## src/sv/assert_macros.svh

```systemverilog
// assertion macros used by the top-level rtl file
`ifndef ASSERT_MACROS_SVH
`define ASSERT_MACROS_SVH

// same-cycle implication, checked outside reset
`define ASSERT_IMPLY(label, clk, rst_n, ante, cons) \
    label: assert property (@(posedge clk) disable iff (!rst_n) (ante) |-> (cons)) \
        else $error("assertion failed: same-cycle implication");

// next-cycle implication, checked outside reset
`define ASSERT_NEXT(label, clk, rst_n, ante, cons) \
    label: assert property (@(posedge clk) disable iff (!rst_n) (ante) |=> (cons)) \
        else $error("assertion failed: next-cycle implication");

`endif

```

## src/sv/wsdsc_pkg.sv

```systemverilog
// types, constants and helper functions for the wheel speed dip shot counter
package wsdsc_pkg;

    // averaging window and history depth
    localparam int WINDOW     = 5;
    localparam int HIST_DEPTH = WINDOW + 1;

    // field and internal widths
    localparam int SAMPLE_W = 17;
    localparam int MAG_W    = 16;
    localparam int THR_W    = 16;
    localparam int COUNT_W  = 32;
    localparam int FILL_W   = $clog2(HIST_DEPTH + 1);
    localparam int LIM_W    = THR_W + $clog2(WINDOW + 1);
    localparam int CMP_W    = LIM_W + 1;

    // configuration register indexes
    localparam int CFG_IDX_W = 1;
    localparam logic [CFG_IDX_W-1:0] REG_DROP_THRESHOLD = 1'd0;
    localparam logic [CFG_IDX_W-1:0] REG_RISE_THRESHOLD = 1'd1;

    // reset values of the thresholds
    localparam logic [THR_W-1:0] DROP_THRESHOLD_RST = 16'd300;
    localparam logic [THR_W-1:0] RISE_THRESHOLD_RST = 16'd50;

    typedef logic [MAG_W-1:0] mag_t;
    typedef logic [LIM_W-1:0] lim_t;

    // one result item
    typedef struct packed {
        logic [COUNT_W-1:0] shots_counted;
        logic               shot_now;
        logic               armed;
        logic               history_full;
    } result_t;

    // magnitude of a signed sample, saturated to the magnitude width
    function automatic mag_t mag_sat(input logic signed [SAMPLE_W-1:0] x);
        logic [SAMPLE_W-1:0] abs_val;
        abs_val = x[SAMPLE_W-1] ? (SAMPLE_W'(0) - SAMPLE_W'(x)) : SAMPLE_W'(x);
        return abs_val[SAMPLE_W-1] ? {MAG_W{1'b1}} : abs_val[MAG_W-1:0];
    endfunction

    // threshold scaled by the window length
    function automatic lim_t scale_thr(input logic [THR_W-1:0] thr);
        return LIM_W'(thr) * LIM_W'(WINDOW);
    endfunction

endpackage

```

## src/sv/wheel_speed_dip_shot_counter_top.sv

```systemverilog
// top level of the wheel speed dip shot counter
// a result is registered into the output register, or into the skid register while the output is held
// throughput: one sample per cycle while in_stall is low; the combinational compare path sets the rate
// a two-entry result buffer (output plus skid register) keeps input stall registered
// reset: asynchronous active low; clears fill level, arm flag, shot count, buffer state
// reset also loads the thresholds 300 and 50; the history is not cleared
module wheel_speed_dip_shot_counter_top
    import wsdsc_pkg::*;
(
    input  logic                        clk,
    input  logic                        rst_n,
    input  logic                        cfg_write_en,
    input  logic [CFG_IDX_W-1:0]        cfg_index,
    input  logic [THR_W-1:0]            cfg_data,
    input  logic                        in_valid,
    output logic                        in_stall,
    input  logic signed [SAMPLE_W-1:0]  speed_sample,
    output logic                        out_valid,
    input  logic                        out_stall,
    output logic [COUNT_W-1:0]          shots_counted,
    output logic                        shot_now,
    output logic                        armed,
    output logic                        history_full
);

`include "assert_macros.svh"

    // scaled thresholds
    lim_t drop_lim_reg;
    lim_t rise_lim_reg;

    // block state
    mag_t               hist_reg [HIST_DEPTH];
    logic [FILL_W-1:0]  fill_reg;
    logic [FILL_W-1:0]  fill_next;
    logic               armed_reg;
    logic               armed_next;
    logic [COUNT_W-1:0] count_reg;
    logic [COUNT_W-1:0] count_next;

    // result buffer
    logic    out_valid_reg;
    logic    skid_full_reg;
    result_t out_reg;
    result_t skid_reg;

    logic                     in_xfer;
    logic                     out_xfer;
    mag_t                     mag;
    logic                     full_new;
    logic signed [CMP_W-1:0]  diff;
    logic                     is_drop;
    logic                     is_rise;
    logic                     shot_new;
    result_t                  res_new;

    assign in_stall = skid_full_reg;
    assign in_xfer  = in_valid && !skid_full_reg;
    assign out_xfer = out_valid_reg && !out_stall;

    // configuration writes, thresholds stored already scaled
    always_ff @(posedge clk or negedge rst_n)
    begin
        if (!rst_n)
        begin
            drop_lim_reg <= scale_thr(DROP_THRESHOLD_RST);
            rise_lim_reg <= scale_thr(RISE_THRESHOLD_RST);
        end
        else if (cfg_write_en)
        begin
            case (cfg_index)
                REG_DROP_THRESHOLD: drop_lim_reg <= scale_thr(cfg_data);
                REG_RISE_THRESHOLD: rise_lim_reg <= scale_thr(cfg_data);
                default: ;
            endcase
        end
    end

    // newest minus oldest against the scaled thresholds
    always_comb
    begin
        mag        = mag_sat(speed_sample);
        full_new   = (fill_reg >= FILL_W'(HIST_DEPTH - 1));
        fill_next  = (fill_reg < FILL_W'(HIST_DEPTH)) ? fill_reg + 1'b1 : fill_reg;
        diff       = $signed(CMP_W'(mag)) - $signed(CMP_W'(hist_reg[1]));
        is_drop    = diff < -$signed(CMP_W'(drop_lim_reg));
        is_rise    = diff > $signed(CMP_W'(rise_lim_reg));
        shot_new   = full_new && !is_drop && is_rise && armed_reg;
        armed_next = armed_reg;
        count_next = count_reg;
        if (full_new && is_drop)
        begin
            armed_next = 1'b1;
        end
        else if (shot_new)
        begin
            armed_next = 1'b0;
            count_next = count_reg + 1'b1;
        end
        res_new.shots_counted = count_next;
        res_new.shot_now      = shot_new;
        res_new.armed         = armed_next;
        res_new.history_full  = full_new;
    end

    // sample history shift line, oldest at index 0
    always_ff @(posedge clk)
    begin
        if (in_xfer)
        begin
            for (int i = 0; i < HIST_DEPTH - 1; i++)
            begin
                hist_reg[i] <= hist_reg[i+1];
            end
            hist_reg[HIST_DEPTH-1] <= mag;
        end
    end

    // control state update on each sample transfer
    always_ff @(posedge clk or negedge rst_n)
    begin
        if (!rst_n)
        begin
            fill_reg  <= '0;
            armed_reg <= 1'b0;
            count_reg <= '0;
        end
        else if (in_xfer)
        begin
            fill_reg  <= fill_next;
            armed_reg <= armed_next;
            count_reg <= count_next;
        end
    end

    // result buffer control
    always_ff @(posedge clk or negedge rst_n)
    begin
        if (!rst_n)
        begin
            out_valid_reg <= 1'b0;
            skid_full_reg <= 1'b0;
        end
        else if (skid_full_reg)
        begin
            if (out_xfer)
            begin
                skid_full_reg <= 1'b0;
            end
        end
        else if (in_xfer)
        begin
            if (out_valid_reg && !out_xfer)
            begin
                skid_full_reg <= 1'b1;
            end
            else
            begin
                out_valid_reg <= 1'b1;
            end
        end
        else if (out_xfer)
        begin
            out_valid_reg <= 1'b0;
        end
    end

    // result buffer payload
    always_ff @(posedge clk)
    begin
        if (skid_full_reg)
        begin
            if (out_xfer)
            begin
                out_reg <= skid_reg;
            end
        end
        else if (in_xfer)
        begin
            if (out_valid_reg && !out_xfer)
            begin
                skid_reg <= res_new;
            end
            else
            begin
                out_reg <= res_new;
            end
        end
    end

    assign out_valid     = out_valid_reg;
    assign shots_counted = out_reg.shots_counted;
    assign shot_now      = out_reg.shot_now;
    assign armed         = out_reg.armed;
    assign history_full  = out_reg.history_full;

    // checks
    `ASSERT_IMPLY(a_skid_needs_out, clk, rst_n, skid_full_reg, out_valid_reg)
    `ASSERT_IMPLY(a_shot_disarms, clk, rst_n, in_xfer && shot_new, full_new && !armed_next)
    `ASSERT_IMPLY(a_fill_bound, clk, rst_n, 1'b1, fill_reg <= FILL_W'(HIST_DEPTH))
    `ASSERT_NEXT(a_count_step, clk, rst_n, in_xfer, count_reg == $past(count_reg) + COUNT_W'($past(shot_new)))

endmodule

```

## config.mk

```make
export PLATFORM = sky130hd
export DESIGN_NAME = wheel_speed_dip_shot_counter_top
export DESIGN_NICKNAME = d
export VERILOG_FILES = /design/src/sv/wsdsc_pkg.sv /design/src/sv/wheel_speed_dip_shot_counter_top.sv
export VERILOG_INCLUDE_DIRS = /design/src /design/src/sv
export SDC_FILE = /design/constraint.sdc
export NUM_CORES = 1
export LEC_CHECK = 0
export BUFFER_PORTS_ARGS = -buffer_cell sky130_fd_sc_hd__buf_2
export CAP_MARGIN = 20
export CORE_UTILIZATION = 61
export CTS_CLUSTER_DIAMETER = 40
export DETAILED_ROUTE_END_ITERATION = 10
export PLACE_DENSITY_LB_ADDON = 0.25
export SETUP_SLACK_MARGIN = 0.3
export SYNTH_ARGS = -nofsm -noshare
export SYNTH_HDL_FRONTEND = slang
export SYNTH_SLANG_ARGS = --single-unit
```

## constraint.sdc

```tcl
create_clock -name clk -period 8 [get_ports clk]
set_clock_uncertainty 0.15 [all_clocks]
set_input_delay 1.6 -clock clk [delete_from_list [all_inputs] [get_ports clk]]
set_output_delay 1.6 -clock clk [all_outputs]
set_load 0.01 [all_outputs]
```

==> metrics.md, run 1 <==
| Metric | Value |
|---|---|
| Outcome | `completed` |
| Final core utilization | `0.718` |
| First-pass GRT wire length | `~38000 um` |
| CTS sink count | `226` |
| Flops & latches, synth | `between 200 and 250` |
| Worst rel slew slack | `0.323` |
| Total Die Area | `approximately 20000 sq um` |
| Worst EP arrival | `7.42 ns` |
| Worst Max-Slew Pin Slew | `roughly 1.0 ns` |
| TritonCTS Buffers | `29` |
| Max reg flops | `80` |
| Syn_nets | `around 1100` |
| Worst R2R Path Depth | `16` |
| Post-synth ARST share | `0.336` |
| Setup-failing EPs final | `0` |
| Vias in the first global route | `approximately 7700` |
| Largest net degree at the start of global routing | `about 80` |
| Worst hold path depth | `0` |
| Starting density of the core | `0.629` |
| RR Startpoint | `drop_lim_reg[0]` |
| Area growth syn-to-layout | `14.2%` |
| Most frequent cells in the layout | `150 x edfxtp_1, 86 x nand2_1, 79 x xnor2_1, 74 x buf_2, 73 x ha_1` |
| Die Height | `~140 um` |
| Syn avg cell area | `~12 sq um` |
| Drt wl/cell | `between 15 and 20 um` |
| Max Root-Sink Buffers | `3` |
| Port Buffer Count | `75` |
| Worst hold slack | `0.260 ns` |
| Max-capacitance violation count | `0` |
| GPL Wtd Cong | `0.892` |
| DR DRC count | `0` |
| Post-Syn Instances | `roughly 1000` |
| Initial antenna violation count | `0` |
| Die Wd | `roughly 140 um` |
| Pre-CTS setup slack | `-0.0644 ns` |
| Leakage Power | `5.64 nW` |
| VDD IR max | `~190 uV` |
| FF-to-FF setup slack | `approximately 3 ns` |
| Starting DRT DRC Count | `approximately 630` |
| Fin nets | `about 1200` |
| FMAX | `between 100 and 150 MHz` |
| Power, Total | `4.28 mW` |
| Drt first pass iters | `5` |
| Root Buffer | `clkbuf_16` |
| Warnings, synthesis | `0` |
| Count of cell types in the netlist | `71` |
| Critical path fanouts, max | `14` |
| DR vias | `7924` |
| Fin Setup TNS | `0 ns` |
| Setup repair after global routing missed its margin | `false` |
| Skew-Pair Late Insertion Delay | `about 0.53 ns` |
| Final ANT Viol Nets | `0` |
| PwrDens | `between 300 and 400 nW/um^2` |
| # diodes | `0` |
| Commonest non-fill, non-tap cell in the layout | `edfxtp_1` |
| Setup ws final | `roughly 0.7 ns` |
| Hold EP | `hist_reg[1][15]` |
| Number of H-tree levels | `1` |
| Crit path time final | `~7.3 ns` |
| Crit path required time | `about 8.1 ns` |
| Worst setup SP type | `input port` |
| CTS tree | `built` |
| Clock-pin slew on the worst setup and hold paths | `~0.060 ns` |
| Grt ovf | `0` |
| Layout cells sized above 1 | `0.182` |
| Vias per cell | `~5.7` |
| R2r endpoint | `shots_counted[1]` |
| Post-synth top flop | `edfxtp_1` |
| Ratio of final minimum period to clock period | `0.912` |
| GRT Total Usage | `0.233` |
| Final Hold Vio Count | `0` |
| Worst setup EP type | `flip-flop` |
| IO Pins | `76` |
| Hold Path Class | `reg -> reg` |
| Seq/Total Area, Yosys | `0.541` |
| Kind of critical path | `in -> reg` |
| Final WL | `~23000 um` |
| Detailed Place HPWL | `about 15000 um` |
| Core area | `approximately 19000 sq um` |
| Number of synthesized flops with an enable pin | `150` |
| Slew Viols, Final | `0` |
| FP Rows | `50` |
| Netlist Area Pre-Place | `around 12000 sq um` |
| Hold Crit Start | `hist_reg[2][15]` |
[critical path: stages]
cell	delay (ns)
buf_2	0.12
or4_1	0.61
nor4_2	0.24
nand2b_1	0.13
nor2_2	0.18
nand3_2	0.21
nand2_1	0.17
ha_1	0.33
a21oi_1	0.22
nor3b_1	0.36
a211oi_2	0.14
o211a_1	0.25
o21a_1	0.17
nor2_1	0.12
xnor2_1	0.19
ha_1	0.33
or3_1	0.37
mux4_2	0.49
o211ai_2	0.11
a21oi_2	0.09
buf_4	0.20
nand3_1	0.16
inv_2	0.06
mux2_1	0.32
mux2_2	0.26
[per-layer routing]
layer  GRT usage  vias up  share of wire
met1       0.355     3799           0.50
met2       0.353      212           0.44
li1            -     3883              -
met4      0.0617        0          0.018
met5           0        -              0
met3      0.0321       30          0.044
[cell families after synthesis]
| group | after synthesis | share of synthesized area |
|---|---|---|
| AOI/OAI and AO/OA | 167 | 0.0909 |
| DFF | 226 | 0.541 |
| buffers and inverters | 87 | 0.0302 |
| adders and majority gates | 76 | 0.0811 |
| and+or+nand+nor | 299 | 0.126 |
| muxes | 49 | 0.0471 |
| xor gates and xnor gates | 112 | 0.0837 |
[cell usage after synthesis, drive strengths merged, types with 6 or more instances]
| cell | n | share of area |
|---|---|---|
| or3 | 6 | 0.0032 |
| nor2b | 12 | 0.0063 |
| nand2 | 86 | 0.027 |
| dfrtp | 63 | 0.13 |
| buf | 11 | 0.0062 |
| nor2 | 45 | 0.014 |
| o31a | 6 | 0.0044 |
| o31ai | 8 | 0.0051 |
| nand3 | 49 | 0.021 |
| nor3 | 12 | 0.0051 |
| a21oi | 38 | 0.016 |
| mux2 | 45 | 0.043 |
| ha | 73 | 0.077 |
| and2 | 6 | 0.0032 |
| inv | 50 | 0.016 |
| o21ai | 49 | 0.021 |
| a31oi | 7 | 0.0037 |
| nand4 | 22 | 0.012 |
| dfstp | 13 | 0.029 |
| a21o | 7 | 0.0044 |
| nor4 | 8 | 0.0042 |
| edfxtp | 150 | 0.38 |
| and3 | 24 | 0.013 |
| nand2b | 12 | 0.0063 |
| xor2 | 32 | 0.024 |
| clkbuf | 25 | 0.0079 |
| xnor2 | 79 | 0.058 |
| o21a | 14 | 0.0088 |
[through the flow]
stage | std cells | area (sq um)
final | 1379 | 13600
after floorplan | 1016 | 11900
after CTS | 1378 | 13500
after global placement | 1325 | 12500
after detailed placement | 1325 | 12500
after global routing | 1379 | 13600
[worst max-delay path by stage]
| stage | startpoint | endpoint | slack [ns] |
|---|---|---|---|
| after CTS | speed_sample[8] | shots_counted[20] | 0.47 |
| after floorplan | speed_sample[8] | shots_counted[1] | 0.84 |
| after global routing | speed_sample[8] | shots_counted[3] | 0.32 |
| after global placement | speed_sample[8] | shots_counted[3] | 0.04 |
| after detailed placement | speed_sample[8] | shots_counted[1] | -0.06 |
| final | speed_sample[8] | shots_counted[1] | 0.71 |
[power by group]
part / total [mW] / switching [mW] / internal [mW]
clock: 1.31 / 0.516 / 0.796
combinational: 1.29 / 0.776 / 0.511
sequential: 1.68 / 0.109 / 1.57
total: 4.28 / 1.40 / 2.88
[repair_timing]
item                                    4_1_cts  5_1_grt
endpoints found under the setup margin        0       98
buffers inserted                              0        0
endpoints found under the hold margin         0        0
hold buffers                                  0        0
resized for setup                             0        5
[layout make-up]
class                           instances  area, sq um
Fill cell                            1359         5320
Clock buffer                           36          805
Sequential cell                       226         6420
Multi-Input combinational cell        703         5140
Tap cell                              260          325
Clock inverter                         17          206
Inverter                               51          193
Timing Repair Buffer                   86          473
Note: power is estimated with default switching activity, not from simulation.
==> run 2, diff against run 1 <==
CORE_UTILIZATION = 62   (was 61)
CTS_BUF_LIST = sky130_fd_sc_hd__clkbuf_8   (was unset)
==> metrics.md, run 2 (synthesis gave the netlist of run 1 again) <==
| Metric | Value |
|---|---|
| Kind of critical path | `in -> reg (unchanged)` |
| Detailed Place HPWL | `15900 um (was 15400 um)` |
| Max reg flops | `80 (unchanged)` |
| GPL Wtd Cong | `0.892 (about the same)` |
| Leakage Power | `5.60 nW (was 5.64 nW)` |
| Final Hold Vio Count | `0 (unchanged)` |
| Drt wl/cell | `16.9 um (was 16.5 um)` |
| Crit path required time | `8.13 ns (about the same)` |
| Root Buffer | `clkbuf_8 (was clkbuf_16)` |
| Critical path fanouts, max | `4 (was 14)` |
| Sequential Area | `6420 sq um (unchanged)` |
| Setup repair after global routing missed its margin | `false (unchanged)` |
| Fin cells | `1368 (was 1379)` |
| First-pass GRT wire length | `38300 um (was 37500 um)` |
| Final WL | `23100 um (was 22800 um)` |
| Commonest non-fill, non-tap cell in the layout | `edfxtp_1 (unchanged)` |
| Die Height | `140 um (was 142 um)` |
| Multi-input gate area | `5140 sq um (about the same)` |
| VDD IR max | `175 uV (was 189 uV)` |
| Crit path time final | `7.27 ns (was 7.29 ns)` |
| Skew-Pair Late Insertion Delay | `0.53 ns (about the same)` |
| DR vias | `8129 (was 7924)` |
| Slew Viols, Final | `0 (unchanged)` |
| Largest net degree at the start of global routing | `82 (unchanged)` |
| Worst setup EP type | `flip-flop (unchanged)` |
| FMAX | `137 MHz (about the same)` |
| Clock-pin slew on the worst setup and hold paths | `0.07 ns (was 0.06 ns)` |
| Port Buffer Count | `75 (unchanged)` |
| Starting density of the core | `0.633 (was 0.629)` |
| Area growth syn-to-layout | `11.8% (was 14.2%)` |
| Setup-failing EPs final | `0 (unchanged)` |
| Layout cells sized above 1 | `0.179 (was 0.182)` |
| Most frequent cells in the layout | `150 x edfxtp_1, 86 x nand2_1, 79 x xnor2_1, 74 x buf_2, 73 x ha_1 (unchanged)` |
| FP Rows | `50 (unchanged)` |
| Final ANT Viol Nets | `0 (unchanged)` |
| CTS tree | `built (unchanged)` |
| Starting DRT DRC Count | `679 (was 633)` |
| Worst setup SP type | `input port (unchanged)` |
| Hold-fix buffers, CTS | `0 (unchanged)` |
| IO Pins | `76 (unchanged)` |
| Number of H-tree levels | `2 (was 1)` |
| Drt first pass iters | `5 (unchanged)` |
| Worst EP arrival | `7.40 ns (was 7.42 ns)` |
| DR DRC count | `0 (unchanged)` |
| Hold Path Class | `reg -> reg (unchanged)` |
| Fin Setup TNS | `0 ns (unchanged)` |
| Total Die Area | `19700 sq um (was 20000 sq um)` |
| Fin nets | `1220 (was 1211)` |
| Die Wd | `140 um (was 142 um)` |
| GRT Total Usage | `0.245 (was 0.233)` |
| # diodes | `0 (unchanged)` |
| Worst rel slew slack | `0.294 (was 0.323)` |
| PwrDens | `300 nW/um^2 (was 316 nW/um^2)` |
| Worst Max-Slew Pin Slew | `1.06 ns (was 1.01 ns)` |
| Core area | `18800 sq um (was 18900 sq um)` |
| Vias per cell | `5.94 (was 5.75)` |
| Grt ovf | `0 (unchanged)` |
| Max-capacitance violation count | `0 (unchanged)` |
| Outcome | `completed (unchanged)` |
| Ratio of final minimum period to clock period | `0.909 (was 0.912)` |
| Initial antenna violation count | `0 (unchanged)` |
| CTS sink count | `226 (unchanged)` |
| Placed cells | `1301 (was 1325)` |
| Fillers | `1359 (unchanged)` |
| TritonCTS Buffers | `37 (was 29)` |
| Vias in the first global route | `7812 (was 7657)` |
| Max Root-Sink Buffers | `3 (unchanged)` |
## run 2: cell count changes in the layout (fill, tap and decap cells not counted), moves of 2 or more
cell       change
clkbuf_8      +39
clkbuf_16     -31
inv_1         +17
clkbuf_1       -4
clkinv_8       -4
inv_6          -3
clkinv_1       +2
clkinv_4       -2
## run 2: layout make-up
class / count / area share
inverter: 51 / 0.0145
clock buffer: 40 / 0.0415
sequential: 226 / 0.484
multi-input combinational: 703 / 0.387
timing repair buffer: 87 / 0.0362
clock inverter: 27 / 0.0145
tap: 234 / 0.0221
## run 2: final timing paths
check                                start          endpoint  slack, ns  cells past startpoint
max in group asynchronous            rst_n     count_reg[10]       6.02                      1
setup reg to reg            hist_reg[1][0]  shots_counted[1]       3.02                     20
hold reg to reg             hist_reg[5][7]    hist_reg[4][7]       0.25                      0
min in group asynchronous            rst_n   rise_lim_reg[2]       1.05                      1
hold / removal              hist_reg[5][7]    hist_reg[4][7]       0.25                      0
setup / recovery           speed_sample[8]  shots_counted[1]       0.73                     27
## run 2: metal layers
layer,wire length (um),vias to the layer above,GRT usage,share of wire
li1,-,3885,-,-
met1,11100,3936,0.363,0.48
met2,10300,272,0.369,0.45
met3,1300,36,0.0414,0.056
met4,380,0,0.0769,0.016
met5,0,-,0,0
## run 2: through the flow
| step | worst slack (ns) | area, sq um | util | hold slack [ns] | power, mW |
|---|---|---|---|---|---|
| detailed placement | -0.0804 | 12500 | 0.667 | 0.255 | 2.98 |
| global route | 0.276 | 13300 | 0.707 | 0.251 | 4.21 |
| floorplan | 0.843 | 11900 | - | 0.250 | 2.59 |
| global placement | 0.136 | 12500 | 0.666 | 0.250 | 2.93 |
| CTS | 0.478 | 13300 | 0.706 | 0.249 | 3.99 |
| finish | 0.727 | 13300 | 0.707 | 0.246 | 3.98 |
## run 2: power by group
group	leakage [nW]	switching, mW	internal, mW
clock	0.440	0.443	0.559
sequential	2.40	0.113	1.57
combinational	2.76	0.779	0.516
## run 2: critical path, cell delays in order
cell       delay [ns]
buf_2            0.11
or4_1            0.61
nor4_2           0.24
nand2b_1         0.11
nor2_1           0.16
buf_4            0.15
a31oi_1          0.15
ha_1             0.29
fa_1             0.41
nor2b_1          0.17
o31ai_1          0.12
a211oi_1         0.32
nand2b_1         0.17
xor2_1           0.27
ha_1             0.31
nand2_1          0.11
nand2_1          0.06
a211oi_1         0.22
nor2_1           0.06
o31a_1           0.26
a2111oi_2        0.38
buf_4            0.18
o32ai_4          0.09
nand3_1          0.18
inv_2            0.05
mux2_1           0.33
mux2_2           0.27
## run 2: repair_timing
item,in CTS,in global routing
gates resized for setup,0,4
setup buffers,0,0
endpoints found under the setup margin,0,100
